$ cat src/hdl/sdi_pkg.sv
// Package for the strict decimal int64 parser: constants and word types.
// Depends on nothing.
`default_nettype none
package sdi_pkg;

   localparam int MAX_DIGITS         = 20;
   localparam int COUNT_BITS         = $clog2(MAX_DIGITS + 1);
   localparam int INDEX_BITS_DEFAULT = 32;
   localparam int VALUE_BITS         = 64;

   localparam logic [7:0] CHAR_ZERO  = 8'h30;
   localparam logic [7:0] CHAR_NINE  = 8'h39;
   localparam logic [7:0] CHAR_MINUS = 8'h2D;

   typedef struct packed {
      logic [7:0] char_byte;
      logic       byte_present;
      logic       end_of_element;
   } req_word_type;

   typedef struct packed {
      logic                          is_number;
      logic signed [VALUE_BITS-1:0] parsed_value;
   } rsp_word_type;

endpackage
`default_nettype wire

$ cat src/hdl/sdi_req_if.sv
// Input channel: one character word per handshake.
// Depends on nothing.
`default_nettype none
interface sdi_req_if;
   logic       valid;
   logic       ready;
   logic [7:0] char_byte;
   logic       byte_present;
   logic       end_of_element;

   modport source (output valid, char_byte, byte_present, end_of_element, input ready);
   modport sink   (input valid, char_byte, byte_present, end_of_element, output ready);
endinterface
`default_nettype wire

$ cat src/hdl/sdi_rsp_if.sv
// Result channel: one parsed element word per handshake.
// Depends on nothing.
`default_nettype none
interface sdi_rsp_if #(
   parameter int INDEX_BITS = 32
);
   logic                   valid;
   logic                   ready;
   logic                   is_number;
   logic signed [63:0]     parsed_value;
   logic [INDEX_BITS-1:0]  element_number;

   modport source (output valid, is_number, parsed_value, element_number, input ready);
   modport sink   (input valid, is_number, parsed_value, element_number, output ready);
endinterface
`default_nettype wire

$ cat src/hdl/sdi_in_stage.sv
// Input register stage of the parser.
// Depends on sdi_pkg.
`default_nettype none
module sdi_in_stage
   import sdi_pkg::*;
(
   input  wire logic         clock,
   input  wire logic         reset,
   input  wire logic         req_valid,
   output logic              req_ready,
   input  wire req_word_type req_word,
   input  wire logic         advance,
   output logic              word_valid,
   output req_word_type      word
);

   logic         valid_ff, valid_in;
   req_word_type word_ff;
   logic         take;

   assign req_ready = !valid_ff || advance;
   assign take      = req_valid && req_ready;

   always_comb begin
      valid_in = valid_ff;
      if (take) begin
         valid_in = 1'b1;
      end else if (advance) begin
         valid_in = 1'b0;
      end
   end

   always_ff @(posedge clock) begin
      if (reset) begin
         valid_ff <= 1'b0;
      end else begin
         valid_ff <= valid_in;
      end
   end

   always_ff @(posedge clock) begin
      if (take) begin
         word_ff <= req_word;
      end
   end

   assign word_valid = valid_ff;
   assign word       = word_ff;

endmodule
`default_nettype wire

$ cat src/hdl/sdi_element.sv
// Per-element parse state: digit accumulate, canonical checks, close.
// Depends on sdi_pkg.
`default_nettype none
module sdi_element
   import sdi_pkg::*;
#(
   parameter int INDEX_BITS = INDEX_BITS_DEFAULT
) (
   input  wire logic            clock,
   input  wire logic            reset,
   input  wire req_word_type    word,
   input  wire logic            advance,
   output logic                 closes,
   output rsp_word_type         result,
   output logic [INDEX_BITS-1:0] index
);

   logic [VALUE_BITS-1:0] acc_ff, acc_in, acc_t;
   logic [COUNT_BITS-1:0] count_ff, count_in, count_t;
   logic                  minus_ff, minus_in, minus_t;
   logic                  bad_ff, bad_in, bad_t;
   logic                  lz_ff, lz_in, lz_t;
   logic [INDEX_BITS-1:0] index_ff, index_in;

   logic [VALUE_BITS+3:0] wide;
   logic [3:0]            digit;
   logic                  first;
   logic [VALUE_BITS-1:0] mag_s;
   logic                  minus_s, bad_s, ok;
   logic [COUNT_BITS-1:0] count_s;

   assign digit = word.char_byte[3:0];
   assign wide  = ({4'b0, acc_ff} << 3) + ({4'b0, acc_ff} << 1)
                  + {{VALUE_BITS{1'b0}}, digit};
   assign first = (count_ff == '0) && !minus_ff && !bad_ff;

   // one byte into the element
   always_comb begin
      acc_t   = acc_ff;
      count_t = count_ff;
      minus_t = minus_ff;
      bad_t   = bad_ff;
      lz_t    = lz_ff;
      if (!bad_ff) begin
         if (word.char_byte == CHAR_MINUS) begin
            if (first) begin
               minus_t = 1'b1;
            end else begin
               bad_t = 1'b1;
            end
         end else if (!(word.char_byte inside {[CHAR_ZERO:CHAR_NINE]})) begin
            bad_t = 1'b1;
         end else if (lz_ff || (count_ff >= COUNT_BITS'(MAX_DIGITS))) begin
            bad_t = 1'b1;
         end else if ((count_ff == '0) && (digit == 4'd0) && minus_ff) begin
            bad_t = 1'b1;
         end else begin
            if ((count_ff == '0) && (digit == 4'd0)) begin
               lz_t = 1'b1;
            end
            if (wide[VALUE_BITS+3:VALUE_BITS] != 4'd0) begin
               bad_t = 1'b1;
            end else begin
               acc_t   = wide[VALUE_BITS-1:0];
               count_t = count_ff + COUNT_BITS'(1);
            end
         end
      end
   end

   assign closes  = !word.byte_present || word.end_of_element;
   assign mag_s   = word.byte_present ? acc_t   : acc_ff;
   assign count_s = word.byte_present ? count_t : count_ff;
   assign minus_s = word.byte_present ? minus_t : minus_ff;
   assign bad_s   = word.byte_present ? bad_t   : bad_ff;

   // int64 range: magnitude up to 2^63 with minus, below 2^63 without
   always_comb begin
      ok = !bad_s && (count_s != '0);
      if (minus_s) begin
         if (mag_s[VALUE_BITS-1] && (mag_s[VALUE_BITS-2:0] != '0)) begin
            ok = 1'b0;
         end
      end else if (mag_s[VALUE_BITS-1]) begin
         ok = 1'b0;
      end
      result.is_number = ok;
      if (!ok) begin
         result.parsed_value = '0;
      end else if (minus_s) begin
         result.parsed_value = -$signed(mag_s);
      end else begin
         result.parsed_value = $signed(mag_s);
      end
   end

   always_comb begin
      acc_in   = acc_ff;
      count_in = count_ff;
      minus_in = minus_ff;
      bad_in   = bad_ff;
      lz_in    = lz_ff;
      index_in = index_ff;
      if (advance) begin
         if (closes) begin
            acc_in   = '0;
            count_in = '0;
            minus_in = 1'b0;
            bad_in   = 1'b0;
            lz_in    = 1'b0;
            index_in = index_ff + INDEX_BITS'(1);
         end else begin
            acc_in   = acc_t;
            count_in = count_t;
            minus_in = minus_t;
            bad_in   = bad_t;
            lz_in    = lz_t;
         end
      end
   end

   always_ff @(posedge clock) begin
      if (reset) begin
         acc_ff   <= '0;
         count_ff <= '0;
         minus_ff <= 1'b0;
         bad_ff   <= 1'b0;
         lz_ff    <= 1'b0;
         index_ff <= '0;
      end else begin
         acc_ff   <= acc_in;
         count_ff <= count_in;
         minus_ff <= minus_in;
         bad_ff   <= bad_in;
         lz_ff    <= lz_in;
         index_ff <= index_in;
      end
   end

   assign index = index_ff;

endmodule
`default_nettype wire

$ cat src/hdl/sdi_out_stage.sv
// Result register stage of the parser.
// Depends on sdi_pkg.
`default_nettype none
module sdi_out_stage
   import sdi_pkg::*;
#(
   parameter int INDEX_BITS = INDEX_BITS_DEFAULT
) (
   input  wire logic                  clock,
   input  wire logic                  reset,
   input  wire logic                  load,
   input  wire rsp_word_type          result,
   input  wire logic [INDEX_BITS-1:0] index,
   output logic                       free,
   output logic                       rsp_valid,
   input  wire logic                  rsp_ready,
   output rsp_word_type               rsp_word,
   output logic [INDEX_BITS-1:0]      rsp_index
);

   logic                  valid_ff, valid_in;
   rsp_word_type          word_ff;
   logic [INDEX_BITS-1:0] index_ff;

   assign free = !valid_ff || rsp_ready;

   always_comb begin
      valid_in = valid_ff;
      if (load) begin
         valid_in = 1'b1;
      end else if (rsp_ready) begin
         valid_in = 1'b0;
      end
   end

   always_ff @(posedge clock) begin
      if (reset) begin
         valid_ff <= 1'b0;
      end else begin
         valid_ff <= valid_in;
      end
   end

   always_ff @(posedge clock) begin
      if (load) begin
         word_ff  <= result;
         index_ff <= index;
      end
   end

   assign rsp_valid = valid_ff;
   assign rsp_word  = word_ff;
   assign rsp_index = index_ff;

endmodule
`default_nettype wire

$ cat src/hdl/strict_decimal_int64_parser.sv
// Top level of the strict decimal int64 parser.
// Depends on sdi_pkg, sdi_req_if, sdi_rsp_if, sdi_in_stage, sdi_element, sdi_out_stage.
//
//   channel    direction  word
//   req_chan   in         char_byte, byte_present, end_of_element
//   rsp_chan   out        is_number, parsed_value, element_number
//
// One word per cycle is accepted unless a closing word waits on a stalled result; a closing word
// passes the input register stage, and its result the result register stage, before it leaves.
// Synchronous reset empties both register stages and zeroes the element index.
// A stalled result holds the input stage only when that stage's word closes an element.
`default_nettype none
module strict_decimal_int64_parser
   import sdi_pkg::*;
#(
   parameter int INDEX_BITS = INDEX_BITS_DEFAULT
) (
   input wire logic  clock,
   input wire logic  reset,
   sdi_req_if.sink   req_chan,
   sdi_rsp_if.source rsp_chan
);

   req_word_type          req_word;
   req_word_type          word;
   logic                  word_valid;
   logic                  advance;
   logic                  closes;
   logic                  free;
   rsp_word_type          result;
   rsp_word_type          rsp_word;
   logic [INDEX_BITS-1:0] index;
   logic [INDEX_BITS-1:0] rsp_index;

   assign req_word.char_byte      = req_chan.char_byte;
   assign req_word.byte_present   = req_chan.byte_present;
   assign req_word.end_of_element = req_chan.end_of_element;

   assign advance = word_valid && (!closes || free);

   sdi_in_stage u_in_stage (
      .clock      (clock),
      .reset      (reset),
      .req_valid  (req_chan.valid),
      .req_ready  (req_chan.ready),
      .req_word   (req_word),
      .advance    (advance),
      .word_valid (word_valid),
      .word       (word)
   );

   sdi_element #(
      .INDEX_BITS (INDEX_BITS)
   ) u_element (
      .clock   (clock),
      .reset   (reset),
      .word    (word),
      .advance (advance),
      .closes  (closes),
      .result  (result),
      .index   (index)
   );

   sdi_out_stage #(
      .INDEX_BITS (INDEX_BITS)
   ) u_out_stage (
      .clock     (clock),
      .reset     (reset),
      .load      (advance && closes),
      .result    (result),
      .index     (index),
      .free      (free),
      .rsp_valid (rsp_chan.valid),
      .rsp_ready (rsp_chan.ready),
      .rsp_word  (rsp_word),
      .rsp_index (rsp_index)
   );

   assign rsp_chan.is_number      = rsp_word.is_number;
   assign rsp_chan.parsed_value   = rsp_word.parsed_value;
   assign rsp_chan.element_number = rsp_index;

endmodule
`default_nettype wire

$ cat src/flat_wrapper.sv
// flat-port wrapper written by rule: the top's interface ports become plain ports
module strict_decimal_int64_parser_flat import sdi_pkg::*;
#(
   parameter int INDEX_BITS = INDEX_BITS_DEFAULT
)
  (clock, reset, req_chan_valid, req_chan_char_byte, req_chan_byte_present, req_chan_end_of_element, req_chan_ready, rsp_chan_valid, rsp_chan_is_number, rsp_chan_parsed_value, rsp_chan_element_number, rsp_chan_ready);
  sdi_req_if req_chan_i ();
  sdi_rsp_if #(.INDEX_BITS(INDEX_BITS)) rsp_chan_i ();
  input wire logic clock;
  input wire logic reset;
  input wire logic [$bits(req_chan_i.valid)-1:0] req_chan_valid;
  input wire logic [$bits(req_chan_i.char_byte)-1:0] req_chan_char_byte;
  input wire logic [$bits(req_chan_i.byte_present)-1:0] req_chan_byte_present;
  input wire logic [$bits(req_chan_i.end_of_element)-1:0] req_chan_end_of_element;
  output wire logic [$bits(req_chan_i.ready)-1:0] req_chan_ready;
  output wire logic [$bits(rsp_chan_i.valid)-1:0] rsp_chan_valid;
  output wire logic [$bits(rsp_chan_i.is_number)-1:0] rsp_chan_is_number;
  output wire logic [$bits(rsp_chan_i.parsed_value)-1:0] rsp_chan_parsed_value;
  output wire logic [$bits(rsp_chan_i.element_number)-1:0] rsp_chan_element_number;
  input wire logic [$bits(rsp_chan_i.ready)-1:0] rsp_chan_ready;
  assign req_chan_i.valid = req_chan_valid;
  assign req_chan_i.char_byte = req_chan_char_byte;
  assign req_chan_i.byte_present = req_chan_byte_present;
  assign req_chan_i.end_of_element = req_chan_end_of_element;
  assign req_chan_ready = req_chan_i.ready;
  assign rsp_chan_valid = rsp_chan_i.valid;
  assign rsp_chan_is_number = rsp_chan_i.is_number;
  assign rsp_chan_parsed_value = rsp_chan_i.parsed_value;
  assign rsp_chan_element_number = rsp_chan_i.element_number;
  assign rsp_chan_i.ready = rsp_chan_ready;
  strict_decimal_int64_parser #(.INDEX_BITS(INDEX_BITS)) u_core (.clock(clock), .reset(reset), .req_chan(req_chan_i), .rsp_chan(rsp_chan_i));
endmodule
$ cat config.mk
export PLATFORM = sky130hd
export DESIGN_NAME = strict_decimal_int64_parser_flat
export DESIGN_NICKNAME = d
export VERILOG_FILES = /design/src/hdl/sdi_pkg.sv /design/src/hdl/sdi_req_if.sv /design/src/hdl/sdi_rsp_if.sv /design/src/hdl/sdi_in_stage.sv /design/src/hdl/sdi_element.sv /design/src/hdl/sdi_out_stage.sv /design/src/hdl/strict_decimal_int64_parser.sv /design/src/flat_wrapper.sv
export SDC_FILE = /design/constraint.sdc
export NUM_CORES = 1
export LEC_CHECK = 0
export ABC_CLOCK_PERIOD_IN_PS = 15250
export BUFFER_PORTS_ARGS = -buffer_cell sky130_fd_sc_hd__buf_2
export CORE_MARGIN = 5
export CORE_UTILIZATION = 40
export DETAILED_ROUTE_END_ITERATION = 10
export PLACE_DENSITY = 0.65
export SETUP_SLACK_MARGIN = 0.5
export SLEW_MARGIN = 20
export SYNTH_ARGS = -nofsm -noshare
export SYNTH_HDL_FRONTEND = slang
export SYNTH_SLANG_ARGS = --single-unit
export TNS_END_PERCENT = 5
$ cat constraint.sdc
create_clock -name clock -period 15.25 [get_ports clock]
set_input_delay 0.7625 -clock clock [delete_from_list [all_inputs] [get_ports clock]]
set_output_delay 0.7625 -clock clock [all_outputs]
set_load 0.02 [all_outputs]
==> run_results.csv <==
group,metric,value,unit
critical_path,cp-start-kind,"flop",
critical_path,critPathSlowestCell,"fa_1",
critical_path,arrival,8430,ps
worst_hold_path,hold_depth,1,
critical_path,crit_fanout,65,
detailed_routing,wl,51890,µm
clock_network,cts.sink_count,213,
pwr,clkPwrFrac,50.4,%
critical_path,r2r_start,"u_core.u_element.acc_ff[2]",
detailed_routing,drt_pre_antenna_iters,6,
die,coreArea,41020,µm²
timing,rsz0062_at_grt,"no",
clock_network,cts_made_buffers,23,
critical_path,r2r_setup_slack,7160,ps
synthesis,synth_cell_types,82,
grt,grt_max_degree,74,
timing,hold_viol_final,0,
grt,antenna_found_initial,0,
worst_hold_path,hold-path-endpoint,"u_core.u_in_stage.word[3]",
synthesis,ys_ff_latch,213,
pwr,p_per_area,72.47,nW/µm²
detailed_routing,drc,0,
timing,setup-tns-final,0,ps
timing,tightest_slew,1210,ps
pwr,seq_power_share,45.7,%
synthesis,synthFlopType,"edfxtp_1",
clock_network,cts_root_buf,"clkbuf_16",
timing,fmax,123.6,MHz
pwr,leakagePower,7.361,nW
synthesis,synth_cells,1964,
detailed_routing,vias,15722,
synthesis,synth_fp_nets,2111,
die,num_rows,74,
synthesis,yosys_warnings,0,
grt,track_usage,21.71,%
pwr,irDropWorstVdd,0.08140,mV
synthesis,synth_enable_flop_cells,107,
grt,gr-total-overflow,0,
worst_hold_path,hold_start,"req_chan_char_byte[1]",
finish,fin_cells,2555,
timing,post-route-period-util,53.07,%
clock_network,cts_setup_buffers,0,
die,die_width,213.9,µm
timing,min_period,8093,ps
timing,skew,15.10,ps
placed_design,io_buffers,112,
clock_network,h-tree-depth,1,
synthesis,synth_area_leaders,"edfxtp_1 19%, dfxtp_1 13%, ha_1 9.9%, nor2_1 6.3%, a21oi_1 3.6%",
clock_network,cts_hold_buf,0,
synthesis,async_flop_share,0,%
die,die_h,213.9,µm
finish,diodes,0,
critical_path,rr_worst_depth,27,
critical_path,slowest_delay,510,ps
grt,grt_pass1_vias,14735,
die,initial_core_util,40.54,%
synthesis,syn_area_per_cell,8.466,µm²
finish,drive_above_1_share,10.97,%
critical_path,cp.required,15580,ps
detailed_routing,viasPerCell,6.153,
finish,syn2layout_area_growth,11.39,%
critical_path,r2r_end,"u_core.u_out_stage.rsp_word[13]",
synthesis,netlist_top_cells_count,"278 x nor2_1, 147 x nand2_1, 131 x ha_1",
pwr,combPwrFrac,4.0,%
clock_network,cts-resized-gates,0,
detailed_routing,ant_nets,0,
synthesis,synth_top_area_share,19.32,%
detailed_routing,drtIter0Drc,1618,
die,dieArea,45740,µm²
finish,nets,2153,
pwr,p_sw_share,21.50,%
critical_path,cp-end-kind,"flop",
placed_design,pre_cts_ws,7297,ps
timing,setup_slack,7157,ps
clock_network,tritoncts,"yes",
clock_network,clk_pin_slew,70,ps
placed_design,gp_congestion,0.9728,
synthesis,ys_seq_area_share,32.09,%
critical_path,path_class,"reg -> reg",
detailed_routing,wl_per_cell,20.31,µm
critical_path,crit_path_start,"u_core.u_element.acc_ff[2]",
status,status,"complete, no violations",
placed_design,dp.cells,2512,
die,pin_count,113,
synthesis,netlist.top_cell.by_area,"edfxtp_1",
clock_network,clock_latency,530,ps
pwr,p_int,1.054,mW
timing,setup_viol,0,
grt,grt_pass1_wl,81690,µm
flow_run,drv_cap,0,
pwr,p_switching,288.6,µW
synthesis,netlist_area,16630,µm²
timing,relSlewSlack,17.24,%
timing,slew_viol_final,0,
synthesis,synth.most_common_cell,"nor2_1",
placed_design,dpl.hpwl,39330,µm
worst_hold_path,min_path_type,"in -> reg",
clock_network,clock_path_buffers,3,
-- area by class of cell --
| type | instances | area (µm²) |
|---|---|---|
| inverter | 32 | 122.6 |
| timing repair buffer | 126 | 688.2 |
| clock inverter | 17 | 314.1 |
| tap | 532 | 665.6 |
| clock buffer | 25 | 614.3 |
| fill | 3965 | 22500 |
| multi-input combinational | 1610 | 10780 |
| sequential | 213 | 5335 |
-- how the worst max path moves through the flow --
stage,slack [ps],cells after the start,endpoint
6_report,7160,27,u_core.u_out_stage.rsp_word[13]
5_1_grt,6510,25,u_core.u_out_stage.rsp_word[1]
4_1_cts,7240,27,u_core.u_out_stage.rsp_word[13]
3_5_place_dp,7300,27,u_core.u_out_stage.rsp_word[1]
3_3_place_gp,7440,27,u_core.u_out_stage.rsp_word[1]
2_1_floorplan,8190,28,u_core.u_out_stage.rsp_word[37]
-- stage by stage --
stage          hold slack [ps]  util [%]  total power, mW  instance area (µm²)
4_1_cts                  391.3     45.07            1.357                18490
5_1_grt                  406.5     45.15            1.380                18520
2_1_floorplan            417.2         -           0.6580                16630
6_report                 414.2     45.15            1.342                18520
3_3_place_gp             428.7     42.81           0.6776                17560
3_5_place_dp             441.0     42.81           0.6781                17560
-- worst max-delay path: cells and delay by family (launching register included) --
kind                     cells  cell delay, ps
AND/OR/NAND/NOR              9            2200
buffers and inverters        4             790
AO/OA/AOI/OAI               10            3010
multiplexers                 1             260
adder cells (fa/ha/maj)      3            1160
flip-flops                   1             420
-- sequential cells by signal, indices dropped and copies added, names as in the netlist --
name / flops
u_core.u_out_stage.rsp_word: 65
u_core.u_element.acc_ff: 64
u_core.u_element.index: 32
u_core.u_out_stage.rsp_index: 32
u_core.u_in_stage.word: 10
u_core.u_element.count_ff: 5
u_core.u_element.bad_ff: 1
u_core.u_element.lz_ff: 1
u_core.u_element.minus_ff: 1
u_core.u_in_stage.word_valid: 1
u_core.u_out_stage.rsp_valid: 1
-- per-layer routing --
layer	track usage (%)	vias up	wire length, µm
met5	0	-	0
met4	6.206	0	1258
met3	2.195	86	4021
met2	34.42	681	23050
met1	31.57	7509	23560
li1	-	7446	-
-- layout by cell type, fill, tap and decap left out, types with 8 or more instances in the layout --
master,Yosys,routed
nor2_1,278,277
nand2_1,147,147
ha_1,131,131
a21oi_1,120,119
buf_2,12,111
edfxtp_1,107,107
dfxtp_1,106,106
o21ai_0,87,86
nor3_1,71,71
xor2_1,66,66
a22oi_1,61,61
mux2i_1,60,60
xnor2_1,59,59
nand4_1,45,45
nand3_1,41,41
a21o_1,35,35
inv_1,31,31
or3_1,30,30
and3_1,28,28
a31oi_1,26,26
clkbuf_16,0,24
a211oi_1,24,23
o211ai_1,20,20
nor4_1,21,20
and2_1,19,19
and4_1,16,16
or2_2,15,15
buf_4,5,14
mux2_2,13,13
or4_1,13,13
o21a_1,12,12
nor4b_1,10,10
o21bai_1,10,10
o31ai_1,10,10
a311oi_1,9,9
nor3b_1,8,8
bufinv_16,0,8
-- power by group through the flow --
stage | Combinational, mW | Sequential, mW | Clock, mW
detailed placement | 0.0529 | 0.625 | 0
finish | 0.0533 | 0.613 | 0.676
global route | 0.0568 | 0.613 | 0.710
global placement | 0.0525 | 0.625 | 0
floorplan | 0.0249 | 0.633 | 0
CTS | 0.0532 | 0.613 | 0.691
-- kinds of logic (layout without fill, tap and decap cells) --
family	after synthesis	in the layout	synth area share, %
buffers and inverters	141	200	3.386
multiplexers	73	73	4.492
AND/OR/NAND/NOR	778	778	23.09
XOR/XNOR	125	125	6.584
flip-flops	213	213	32.09
adder cells (fa/ha/maj)	133	133	10.10
AO/OA/AOI/OAI	501	501	20.26
Power figures use the tool's default switching activity.
